**config.mk**
```make
export PLATFORM = sky130hd
export DESIGN_NAME = mini_c_lexer
export DESIGN_NICKNAME = d
export VERILOG_FILES = /design/src/rtl/core/mcl_pkg.sv /design/src/rtl/core/mcl_scan.sv /design/src/rtl/core/mcl_token_queue.sv /design/src/rtl/core/mini_c_lexer.sv
export SDC_FILE = /design/constraint.sdc
export NUM_CORES = 1
export LEC_CHECK = 0
export ABC_CLOCK_PERIOD_IN_PS = 5400
export CAP_MARGIN = 20
export CELL_PAD_IN_SITES_DETAIL_PLACEMENT = 0
export CELL_PAD_IN_SITES_GLOBAL_PLACEMENT = 2
export CORE_MARGIN = 8
export CORE_UTILIZATION = 45
export CTS_CLUSTER_DIAMETER = 120
export DETAILED_ROUTE_END_ITERATION = 8
export DONT_BUFFER_PORTS = 1
export PLACE_DENSITY_LB_ADDON = 0.1
export REMOVE_ABC_BUFFERS = 1
export SYNTH_ARGS = -nofsm -noshare
export SYNTH_HDL_FRONTEND = slang
export SYNTH_SLANG_ARGS = --single-unit
```
**constraint.sdc**
```tcl
create_clock -name clk -period 5.4 [get_ports clk]
set_clock_uncertainty 0.15 [all_clocks]
set_input_delay 0.27 -clock clk [delete_from_list [all_inputs] [get_ports clk]]
set_output_delay 0.27 -clock clk [all_outputs]
set_load 0.03 [all_outputs]
```
**src/rtl/core/mcl_pkg.sv**
```systemverilog
// Shared types and constants for the mini C lexer.
// Holds token kind codes, keyword spellings and the result record type.
// No dependencies; imported by every module of the block.
`default_nettype none

package mcl_pkg;

    // Token length saturates at this value; the truncated flag is raised for longer words.
    localparam logic [7:0] MAX_TOKEN_LENGTH = 8'd128;

    // Token kind codes as they appear on the token_kind port.
    localparam logic [4:0] KIND_INT     = 5'd0;
    localparam logic [4:0] KIND_RETURN  = 5'd1;
    localparam logic [4:0] KIND_SEMI    = 5'd2;
    localparam logic [4:0] KIND_FLOAT   = 5'd3;
    localparam logic [4:0] KIND_IDENT   = 5'd4;
    localparam logic [4:0] KIND_NUMBER  = 5'd5;
    localparam logic [4:0] KIND_LPAREN  = 5'd6;
    localparam logic [4:0] KIND_RPAREN  = 5'd7;
    localparam logic [4:0] KIND_LCURLY  = 5'd8;
    localparam logic [4:0] KIND_RCURLY  = 5'd9;
    localparam logic [4:0] KIND_LSQUARE = 5'd10;
    localparam logic [4:0] KIND_RSQUARE = 5'd11;
    localparam logic [4:0] KIND_FOR     = 5'd12;
    localparam logic [4:0] KIND_WHILE   = 5'd13;
    localparam logic [4:0] KIND_EQUAL   = 5'd14;
    localparam logic [4:0] KIND_EOF     = 5'd15;
    localparam logic [4:0] KIND_UNKNOWN = 5'd16;

    // Keyword spellings as they sit in the keyword window, newest byte lowest.
    localparam logic [47:0] KW_RETURN = 48'h72657475726E;
    localparam logic [47:0] KW_INT    = 48'h000000696E74;
    localparam logic [47:0] KW_FLOAT  = 48'h00666C6F6174;
    localparam logic [47:0] KW_FOR    = 48'h000000666F72;
    localparam logic [47:0] KW_WHILE  = 48'h007768696C65;

    // One token as delivered on the output channel.
    typedef struct packed {
        logic [4:0]  kind;
        logic [31:0] start;
        logic [7:0]  length;
        logic        truncated;
        logic        last;
    } token_t;

    // Tokens produced by one accepted input item, packed from the front.
    typedef struct packed {
        logic [1:0] count;
        token_t     first;
        token_t     second;
    } scan_out_t;

endpackage

`default_nettype wire

```
**src/rtl/core/mcl_scan.sv**
```systemverilog
// Scanner core of the mini C lexer: character classes, token state and keyword match.
// Produces up to two tokens for each accepted item; depends on mcl_pkg.
`default_nettype none

module mcl_scan (
    input  wire logic              clk,
    input  wire logic              rst_n,
    input  wire logic              accept,
    input  wire logic              action,
    input  wire logic [7:0]        character,
    output mcl_pkg::scan_out_t     result
);
    import mcl_pkg::*;

    typedef enum logic [2:0] {
        MODE_IDLE   = 3'b001,
        MODE_IDENT  = 3'b010,
        MODE_NUMBER = 3'b100
    } mode_t;

    mode_t       mode_reg, mode_next;
    logic [7:0]  len_reg, len_next;
    logic [31:0] start_reg, start_next;
    logic [31:0] pos_reg, pos_next;
    logic [47:0] window_reg, window_next;
    logic        ovf_reg, ovf_next;

    logic        is_letter, is_digit, is_space;
    logic        extend, pending, start_tok;
    logic [7:0]  base_len;
    logic [47:0] base_window;
    logic        base_ovf;
    logic [4:0]  word_kind, single_kind;
    token_t      flush_tok, tail_tok;
    logic        flush_vld, tail_vld;

    // Character classes, ASCII only.
    always_comb
    begin
        is_letter = (character inside {[8'h61:8'h7A], [8'h41:8'h5A], 8'h5F});
        is_digit  = (character inside {[8'h30:8'h39]});
        is_space  = (character inside {[8'h09:8'h0D], 8'h20});
    end

    // Kind of a single-character token.
    always_comb
    begin
        case (character)
            8'h3B:   single_kind = KIND_SEMI;
            8'h28:   single_kind = KIND_LPAREN;
            8'h29:   single_kind = KIND_RPAREN;
            8'h7B:   single_kind = KIND_LCURLY;
            8'h7D:   single_kind = KIND_RCURLY;
            8'h5B:   single_kind = KIND_LSQUARE;
            8'h5D:   single_kind = KIND_RSQUARE;
            8'h3D:   single_kind = KIND_EQUAL;
            default: single_kind = KIND_UNKNOWN;
        endcase
    end

    // Kind of the pending word; a truncated word is never a keyword.
    always_comb
    begin
        word_kind = KIND_IDENT;
        if (mode_reg == MODE_NUMBER)
        begin
            word_kind = KIND_NUMBER;
        end
        else if (!ovf_reg)
        begin
            if (len_reg == 8'd6 && window_reg == KW_RETURN)
            begin
                word_kind = KIND_RETURN;
            end
            else if (len_reg == 8'd3 && window_reg == KW_INT)
            begin
                word_kind = KIND_INT;
            end
            else if (len_reg == 8'd5 && window_reg == KW_FLOAT)
            begin
                word_kind = KIND_FLOAT;
            end
            else if (len_reg == 8'd3 && window_reg == KW_FOR)
            begin
                word_kind = KIND_FOR;
            end
            else if (len_reg == 8'd5 && window_reg == KW_WHILE)
            begin
                word_kind = KIND_WHILE;
            end
        end
    end

    // Decide whether the byte extends the pending word, ends it, or starts a new one.
    always_comb
    begin
        pending   = (mode_reg != MODE_IDLE);
        extend    = !action && (((mode_reg == MODE_IDENT) && (is_letter || is_digit))
                    || ((mode_reg == MODE_NUMBER) && is_digit));
        start_tok = !action && !extend && (is_letter || is_digit);

        flush_vld = pending && !extend;
        tail_vld  = action || (!extend && !is_space && !is_letter && !is_digit);

        flush_tok.kind      = word_kind;
        flush_tok.start     = start_reg;
        flush_tok.length    = len_reg;
        flush_tok.truncated = ovf_reg;
        flush_tok.last      = !tail_vld;

        tail_tok.kind      = action ? KIND_EOF : single_kind;
        tail_tok.start     = pos_reg;
        tail_tok.length    = action ? 8'd0 : 8'd1;
        tail_tok.truncated = 1'b0;
        tail_tok.last      = 1'b1;
    end

    // Pack the produced tokens towards the first slot.
    always_comb
    begin
        result.count  = {1'b0, flush_vld} + {1'b0, tail_vld};
        result.first  = flush_vld ? flush_tok : tail_tok;
        result.second = tail_tok;
    end

    // Next scanner state: extend from the pending word or from an empty one.
    always_comb
    begin
        base_len    = extend ? len_reg : 8'd0;
        base_window = extend ? window_reg : 48'd0;
        base_ovf    = extend ? ovf_reg : 1'b0;

        mode_next   = mode_reg;
        len_next    = len_reg;
        start_next  = start_reg;
        window_next = window_reg;
        ovf_next    = ovf_reg;
        pos_next    = action ? 32'd0 : pos_reg + 32'd1;

        if (extend || start_tok)
        begin
            window_next = (base_len < 8'd6) ? {base_window[39:0], character} : base_window;
            len_next    = (base_len < MAX_TOKEN_LENGTH) ? base_len + 8'd1 : base_len;
            ovf_next    = base_ovf || (base_len >= MAX_TOKEN_LENGTH);
            if (start_tok)
            begin
                mode_next  = is_letter ? MODE_IDENT : MODE_NUMBER;
                start_next = pos_reg;
            end
        end
        else
        begin
            mode_next   = MODE_IDLE;
            len_next    = 8'd0;
            window_next = 48'd0;
            ovf_next    = 1'b0;
        end
    end

    // Scanner state registers, updated on every accepted item.
    always_ff @(posedge clk or negedge rst_n)
    begin
        if (!rst_n)
        begin
            mode_reg   <= MODE_IDLE;
            len_reg    <= 8'd0;
            start_reg  <= 32'd0;
            pos_reg    <= 32'd0;
            window_reg <= 48'd0;
            ovf_reg    <= 1'b0;
        end
        else if (accept)
        begin
            mode_reg   <= mode_next;
            len_reg    <= len_next;
            start_reg  <= start_next;
            pos_reg    <= pos_next;
            window_reg <= window_next;
            ovf_reg    <= ovf_next;
        end
    end

endmodule

`default_nettype wire

```
**src/rtl/core/mcl_token_queue.sv**
```systemverilog
// Result queue of the mini C lexer: takes up to two tokens a cycle, gives one.
// Four entries held in registers; depends on mcl_pkg.
`default_nettype none

module mcl_token_queue (
    input  wire logic               clk,
    input  wire logic               rst_n,
    input  wire logic               push,
    input  mcl_pkg::scan_out_t      push_data,
    input  wire logic               pop,
    output mcl_pkg::token_t         head,
    output logic                    not_empty,
    output logic                    near_full
);
    import mcl_pkg::*;

    token_t     mem [4];
    logic [1:0] wr_ptr_reg, wr_ptr_next;
    logic [1:0] rd_ptr_reg, rd_ptr_next;
    logic [2:0] count_reg, count_next;
    logic [2:0] push_count;

    // Status and head of queue.
    always_comb
    begin
        not_empty = (count_reg != 3'd0);
        near_full = (count_reg > 3'd2);
        head      = mem[rd_ptr_reg];
    end

    // Pointer and fill arithmetic.
    always_comb
    begin
        push_count  = push ? {1'b0, push_data.count} : 3'd0;
        wr_ptr_next = wr_ptr_reg + push_count[1:0];
        rd_ptr_next = rd_ptr_reg + {1'b0, pop};
        count_next  = count_reg + push_count - {2'b00, pop};
    end

    // Entry storage; the second token goes to the slot after the first.
    always_ff @(posedge clk)
    begin
        if (push && push_data.count != 2'd0)
        begin
            mem[wr_ptr_reg] <= push_data.first;
        end
        if (push && push_data.count == 2'd2)
        begin
            mem[wr_ptr_reg + 2'd1] <= push_data.second;
        end
    end

    // Queue control registers.
    always_ff @(posedge clk or negedge rst_n)
    begin
        if (!rst_n)
        begin
            wr_ptr_reg <= 2'd0;
            rd_ptr_reg <= 2'd0;
            count_reg  <= 3'd0;
        end
        else
        begin
            wr_ptr_reg <= wr_ptr_next;
            rd_ptr_reg <= rd_ptr_next;
            count_reg  <= count_next;
        end
    end

endmodule

`default_nettype wire

```
**src/rtl/core/mini_c_lexer.sv**
```systemverilog
// Top level of the mini C lexer: byte input channel, token output channel.
// Instantiates mcl_scan and mcl_token_queue; depends on mcl_pkg.
//
// Usage:
//   The input channel carries one item per transfer: action 0 with a source
//   byte in character, or action 1 for end of input. A transfer takes place
//   when in_valid is high and in_stall is low at a rising edge of clk.
//   The output channel carries one token per transfer on the same rule with
//   out_valid and out_stall; last_of_run marks the final token of an item.
//   An item yields zero, one or two tokens.
//   The tokens of an item enter the token queue at its transfer and are shown
//   from its head. Throughput: one item per cycle while each item yields at
//   most one token and out_stall stays low. The rate is set by the four-entry
//   token queue, which drains one token a cycle while out_stall is low.
//   in_stall rises while the queue holds more than two tokens, so it is high
//   whenever the receiver stalls long enough to fill the queue; tokens are
//   held unchanged while out_stall is high.
//   Reset (rst_n low, asynchronous) empties the queue, clears any pending
//   token and sets the byte offset to zero.
`default_nettype none

module mini_c_lexer (
    input  wire logic        clk,
    input  wire logic        rst_n,
    input  wire logic        in_valid,
    output logic             in_stall,
    input  wire logic        action,
    input  wire logic [7:0]  character,
    output logic             out_valid,
    input  wire logic        out_stall,
    output logic [4:0]       token_kind,
    output logic [31:0]      start_offset,
    output logic [7:0]       token_length,
    output logic             truncated,
    output logic             last_of_run
);
    import mcl_pkg::*;

    logic      in_xfer;
    logic      out_xfer;
    logic      near_full;
    scan_out_t scan_result;
    token_t    head;

    // Handshake decode.
    assign in_xfer  = in_valid && !in_stall;
    assign out_xfer = out_valid && !out_stall;
    assign in_stall = near_full;

    // Scanner: classifies each byte and emits the tokens it closes.
    mcl_scan u_scan (
        .clk       (clk),
        .rst_n     (rst_n),
        .accept    (in_xfer),
        .action    (action),
        .character (character),
        .result    (scan_result)
    );

    // Token queue between the scanner and the output channel.
    mcl_token_queue u_queue (
        .clk       (clk),
        .rst_n     (rst_n),
        .push      (in_xfer),
        .push_data (scan_result),
        .pop       (out_xfer),
        .head      (head),
        .not_empty (out_valid),
        .near_full (near_full)
    );

    // Output fields come straight from the head of the queue.
    assign token_kind   = head.kind;
    assign start_offset = head.start;
    assign token_length = head.length;
    assign truncated    = head.truncated;
    assign last_of_run  = head.last;

endmodule

`default_nettype wire

```
==> summary.md <==
| Metric | Value |
|---|---|
| Worst slew pin tran | `approximately 1.1 ns` |
| Width of the die | `about 200 um` |
| Crit-path max FO | `25` |
| Static leakage | `around 0.0063 uW` |
| CP Data Required Time | `around 5.5 ns` |
| Top-count cell post-synth | `a22o_1` |
| Drc violations | `0` |
| Max-capacitance violation count | `0` |
| Post_cts resized | `0` |
| Post-Synth Simple-Gate Area | `between 10% and 20%` |
| Top cells by area, synth | `edfxtp_1 31%, dfrtp_1 22%, a22o_1 12%, mux4_2 7.1%, dfxtp_1 4.8%` |
| M1 GR Usage | `between 30% and 40%` |
| # hold bufs at CTS | `13` |
| Global-route met3 utilization | `around 4.1%` |
| Power Total | `between 7000 and 8000 uW` |
| Starting Density | `45.79%` |
| Clock buffer depth | `3` |
| Layout cells sized above 1 | `about 17%` |
| Synth Area in Compound Gates | `roughly 16%` |
| Post-synthesis instance total | `1,176` |
| Place WS | `between 0.9 and 1 ns` |
| Post-synth cell types | `61` |
| First-pass GRT wire length | `just over 60,000 um` |
| Xor and xnor area share after synthesis | `around 1.6%` |
| Final Cell Area | `around 17,000 um^2` |
| Grt ovf | `0` |
| Drt initial violations | `slightly above 700` |
| Num Clock Sinks | `319` |
| EDFF count, synth | `~150` |
| Setup ws final | `about 0.9 ns` |
| Main combinational cell family by area after synthesis | `compound AO/OA/AOI/OAI gates` |
| FMAX | `between 0.2 and 0.25 GHz` |
| Core Util, Final | `slightly above 50%` |
| Max FFs per register | `~190` |
| Pwr per Cell Area | `around 470 nW/um^2` |
| Routed wire length | `39,970 um` |
| Root Buffer | `clkbuf_16` |
| Register area share after synthesis | `a little under three fifths` |
| Vias per cell | `approximately 6.1` |
| Ys Warns | `0` |
| Outcome | `completed` |
| Die area | `just under 40,000 um^2` |
| Number of inserted diodes | `0` |
| Setup tns final | `0 ns` |
| Worst hold path class | `input pin to flop` |
| NumNets Final | `1,171` |
| Routed Antenna Nets | `0` |
| CTS tree | `built` |
| GRT met2 Usage | `roughly 31%` |
| Initial antenna violation count | `0` |
| Placed cell area | `15,330 um^2` |
| H-tree levels | `2` |
| Pins Over Slew Limit | `0` |
| RSZ-0062 raised after global routing | `false` |
| CP Capture Type | `flop` |
| Vias in the first global route | `9,914` |
| WL/cell | `~25 um` |
| Synth top cells by count | `196 x a22o_1, 152 x edfxtp_1, 130 x dfrtp_1` |
| Seq cells post-synth | `between 300 and 400` |
| I/O Pins | `62` |
| Final setup fails | `0` |
| Post-synthesis cell area | `roughly 15,000 um^2` |
| Routed vias | `between 9k and 10k` |
| Largest net degree at the start of global routing | `about 130` |
| Post-layout min period | `about 4.5 ns` |
| Avg Inst Size Synth | `12.67 um^2` |
| Share of synthesized area spent on multiplexers | `9.751%` |
| Worst skew pair latency | `0.51 ns` |
| Port Buf Inserts | `0` |
| Crit start category | `flop` |
| # rows | `66` |
| CTS Buf Count | `36` |
| Final period util | `about 83%` |
| Die Span Y | `a little under 200 um` |
| Overall Global Routing Usage | `~21%` |
| Final hold vios | `0` |
| Worst Path Arrival | `4.59 ns` |
| Setup bufs post-CTS | `0` |
| Reg clk slew, reported paths | `approximately 0.060 ns` |
| Dpl hpwl | `25,030 um` |
| Top Usage Layer GRT | `met2` |
| Core area | `32,540 um^2` |
| Maximum vdd drop | `roughly 0.00034 V` |
| Predominant post-synthesis flop cell | `edfxtp_1` |
| Post-synth ARST share | `about two fifths` |
| Cell taking the most area after synthesis | `edfxtp_1` |
| Top-area cell type share of the netlist area | `between 30% and 40%` |
| WS Path Type | `flop to flop` |
| P&R area growth vs syn | `12.41%` |
| Synth Area in Adders | `less than 1%` |
| TritonRoute pass-1 iters | `5` |
| Final Wtd Congestion | `just under 0.9` |
| Max_slew headroom | `roughly 24%` |
==> kinds of logic (layout without fill, tap and decap cells) <==
| logic type | after synthesis | after routing |
|---|---|---|
| buffers and inverters | 131 | 131 |
| and+or+nand+nor | 291 | 291 |
| xor gates and xnor gates | 28 | 28 |
| muxes | 82 | 82 |
| AOI/OAI and AO/OA | 315 | 315 |
| adders and majority gates | 10 | 10 |
| DFF | 319 | 319 |
==> per-stage QoR <==
stage | cells | hold WS [ns]
2_1_floorplan | 1068 | -0.1756
3_3_place_gp | 1539 | -0.1690
3_5_place_dp | 1539 | -0.1687
4_1_cts | 1618 | 0.004595
5_1_grt | 1618 | 0.04219
6_report | 1618 | 0.04299
==> layout make-up <==
class | instances | area (um^2)
fillers | 2881 | 15790
repair buffers | 42 | 402.9
flip-flops and latches | 319 | 8569
multi-input cells | 726 | 5862
well taps | 442 | 553.0
clock buffers | 53 | 1099
clock inverters | 13 | 175.2
inverters | 23 | 86.33
==> metal layers <==
| layer | vias up | share of wire (%) |
|---|---|---|
| li1 | 4538 | - |
| met1 | 5070 | 47 |
| met2 | 278 | 44 |
| met3 | 47 | 6.7 |
| met4 | 0 | 1.6 |
| met5 | - | 0 |
==> path summary, 6_finish.rpt <==
kind                                    startpoint                     to  slack, ns  depth (start not counted)
worst max-delay path            u_scan.mode_reg[2]     u_queue.mem[2][46]       0.90                         13
max in group asynchronous                    rst_n     u_scan.pos_reg[30]       4.29                          2
worst min-delay path                        action      u_queue.mem[2][0]       0.04                          3
worst min register to register   u_queue.mem[1][1]      u_queue.mem[1][1]       0.31                          2
worst max register to register  u_scan.mode_reg[2]     u_queue.mem[2][46]       0.90                         13
min in group asynchronous                    rst_n  u_queue.rd_ptr_reg[0]       0.28                          2
==> power breakdown <==
part	internal, uW	switching (uW)
Combinational	651	1440
Sequential	2880	275
Clock	1600	971
==> worst max-delay path, cell delays in order, from the launching register on <==
cell and delay, ns:
dfrtp_1 0.44, nand2b_1 0.18, or3_1 0.34, o31ai_2 0.20, buf_4 0.25, a21oi_1 0.07
buf_4 0.19, inv_1 0.06, buf_4 0.22, ha_1 0.37, nor3_1 0.16, nor2_1 0.86
inv_2 0.41, buf_12 0.31
==> cells in the final DEF (no fill, tap or decap), types with 5 or more instances in the layout <==
master         instances
a22o_1               196
edfxtp_1             152
dfrtp_1              128
nand2_1               63
nor2_1                62
mux4_2                47
clkbuf_16             39
o21ai_0               37
dfxtp_1               36
mux2_2                35
a21oi_1               30
buf_4                 26
nor3_1                25
nand3_1               25
inv_1                 19
nand4_1               19
or3_1                 15
xnor2_1               15
nor4_1                14
o22ai_1               14
xor2_1                13
dlygate4sd3_1         12
and3_1                10
ha_1                   9
clkbuf_1               7
clkbuf_8               7
nand2b_1               6
or4_1                  6
nand3b_1               6
or2_2                  5
nor2_4                 5
nand4b_1               5
Power figures use the tool's default switching activity.
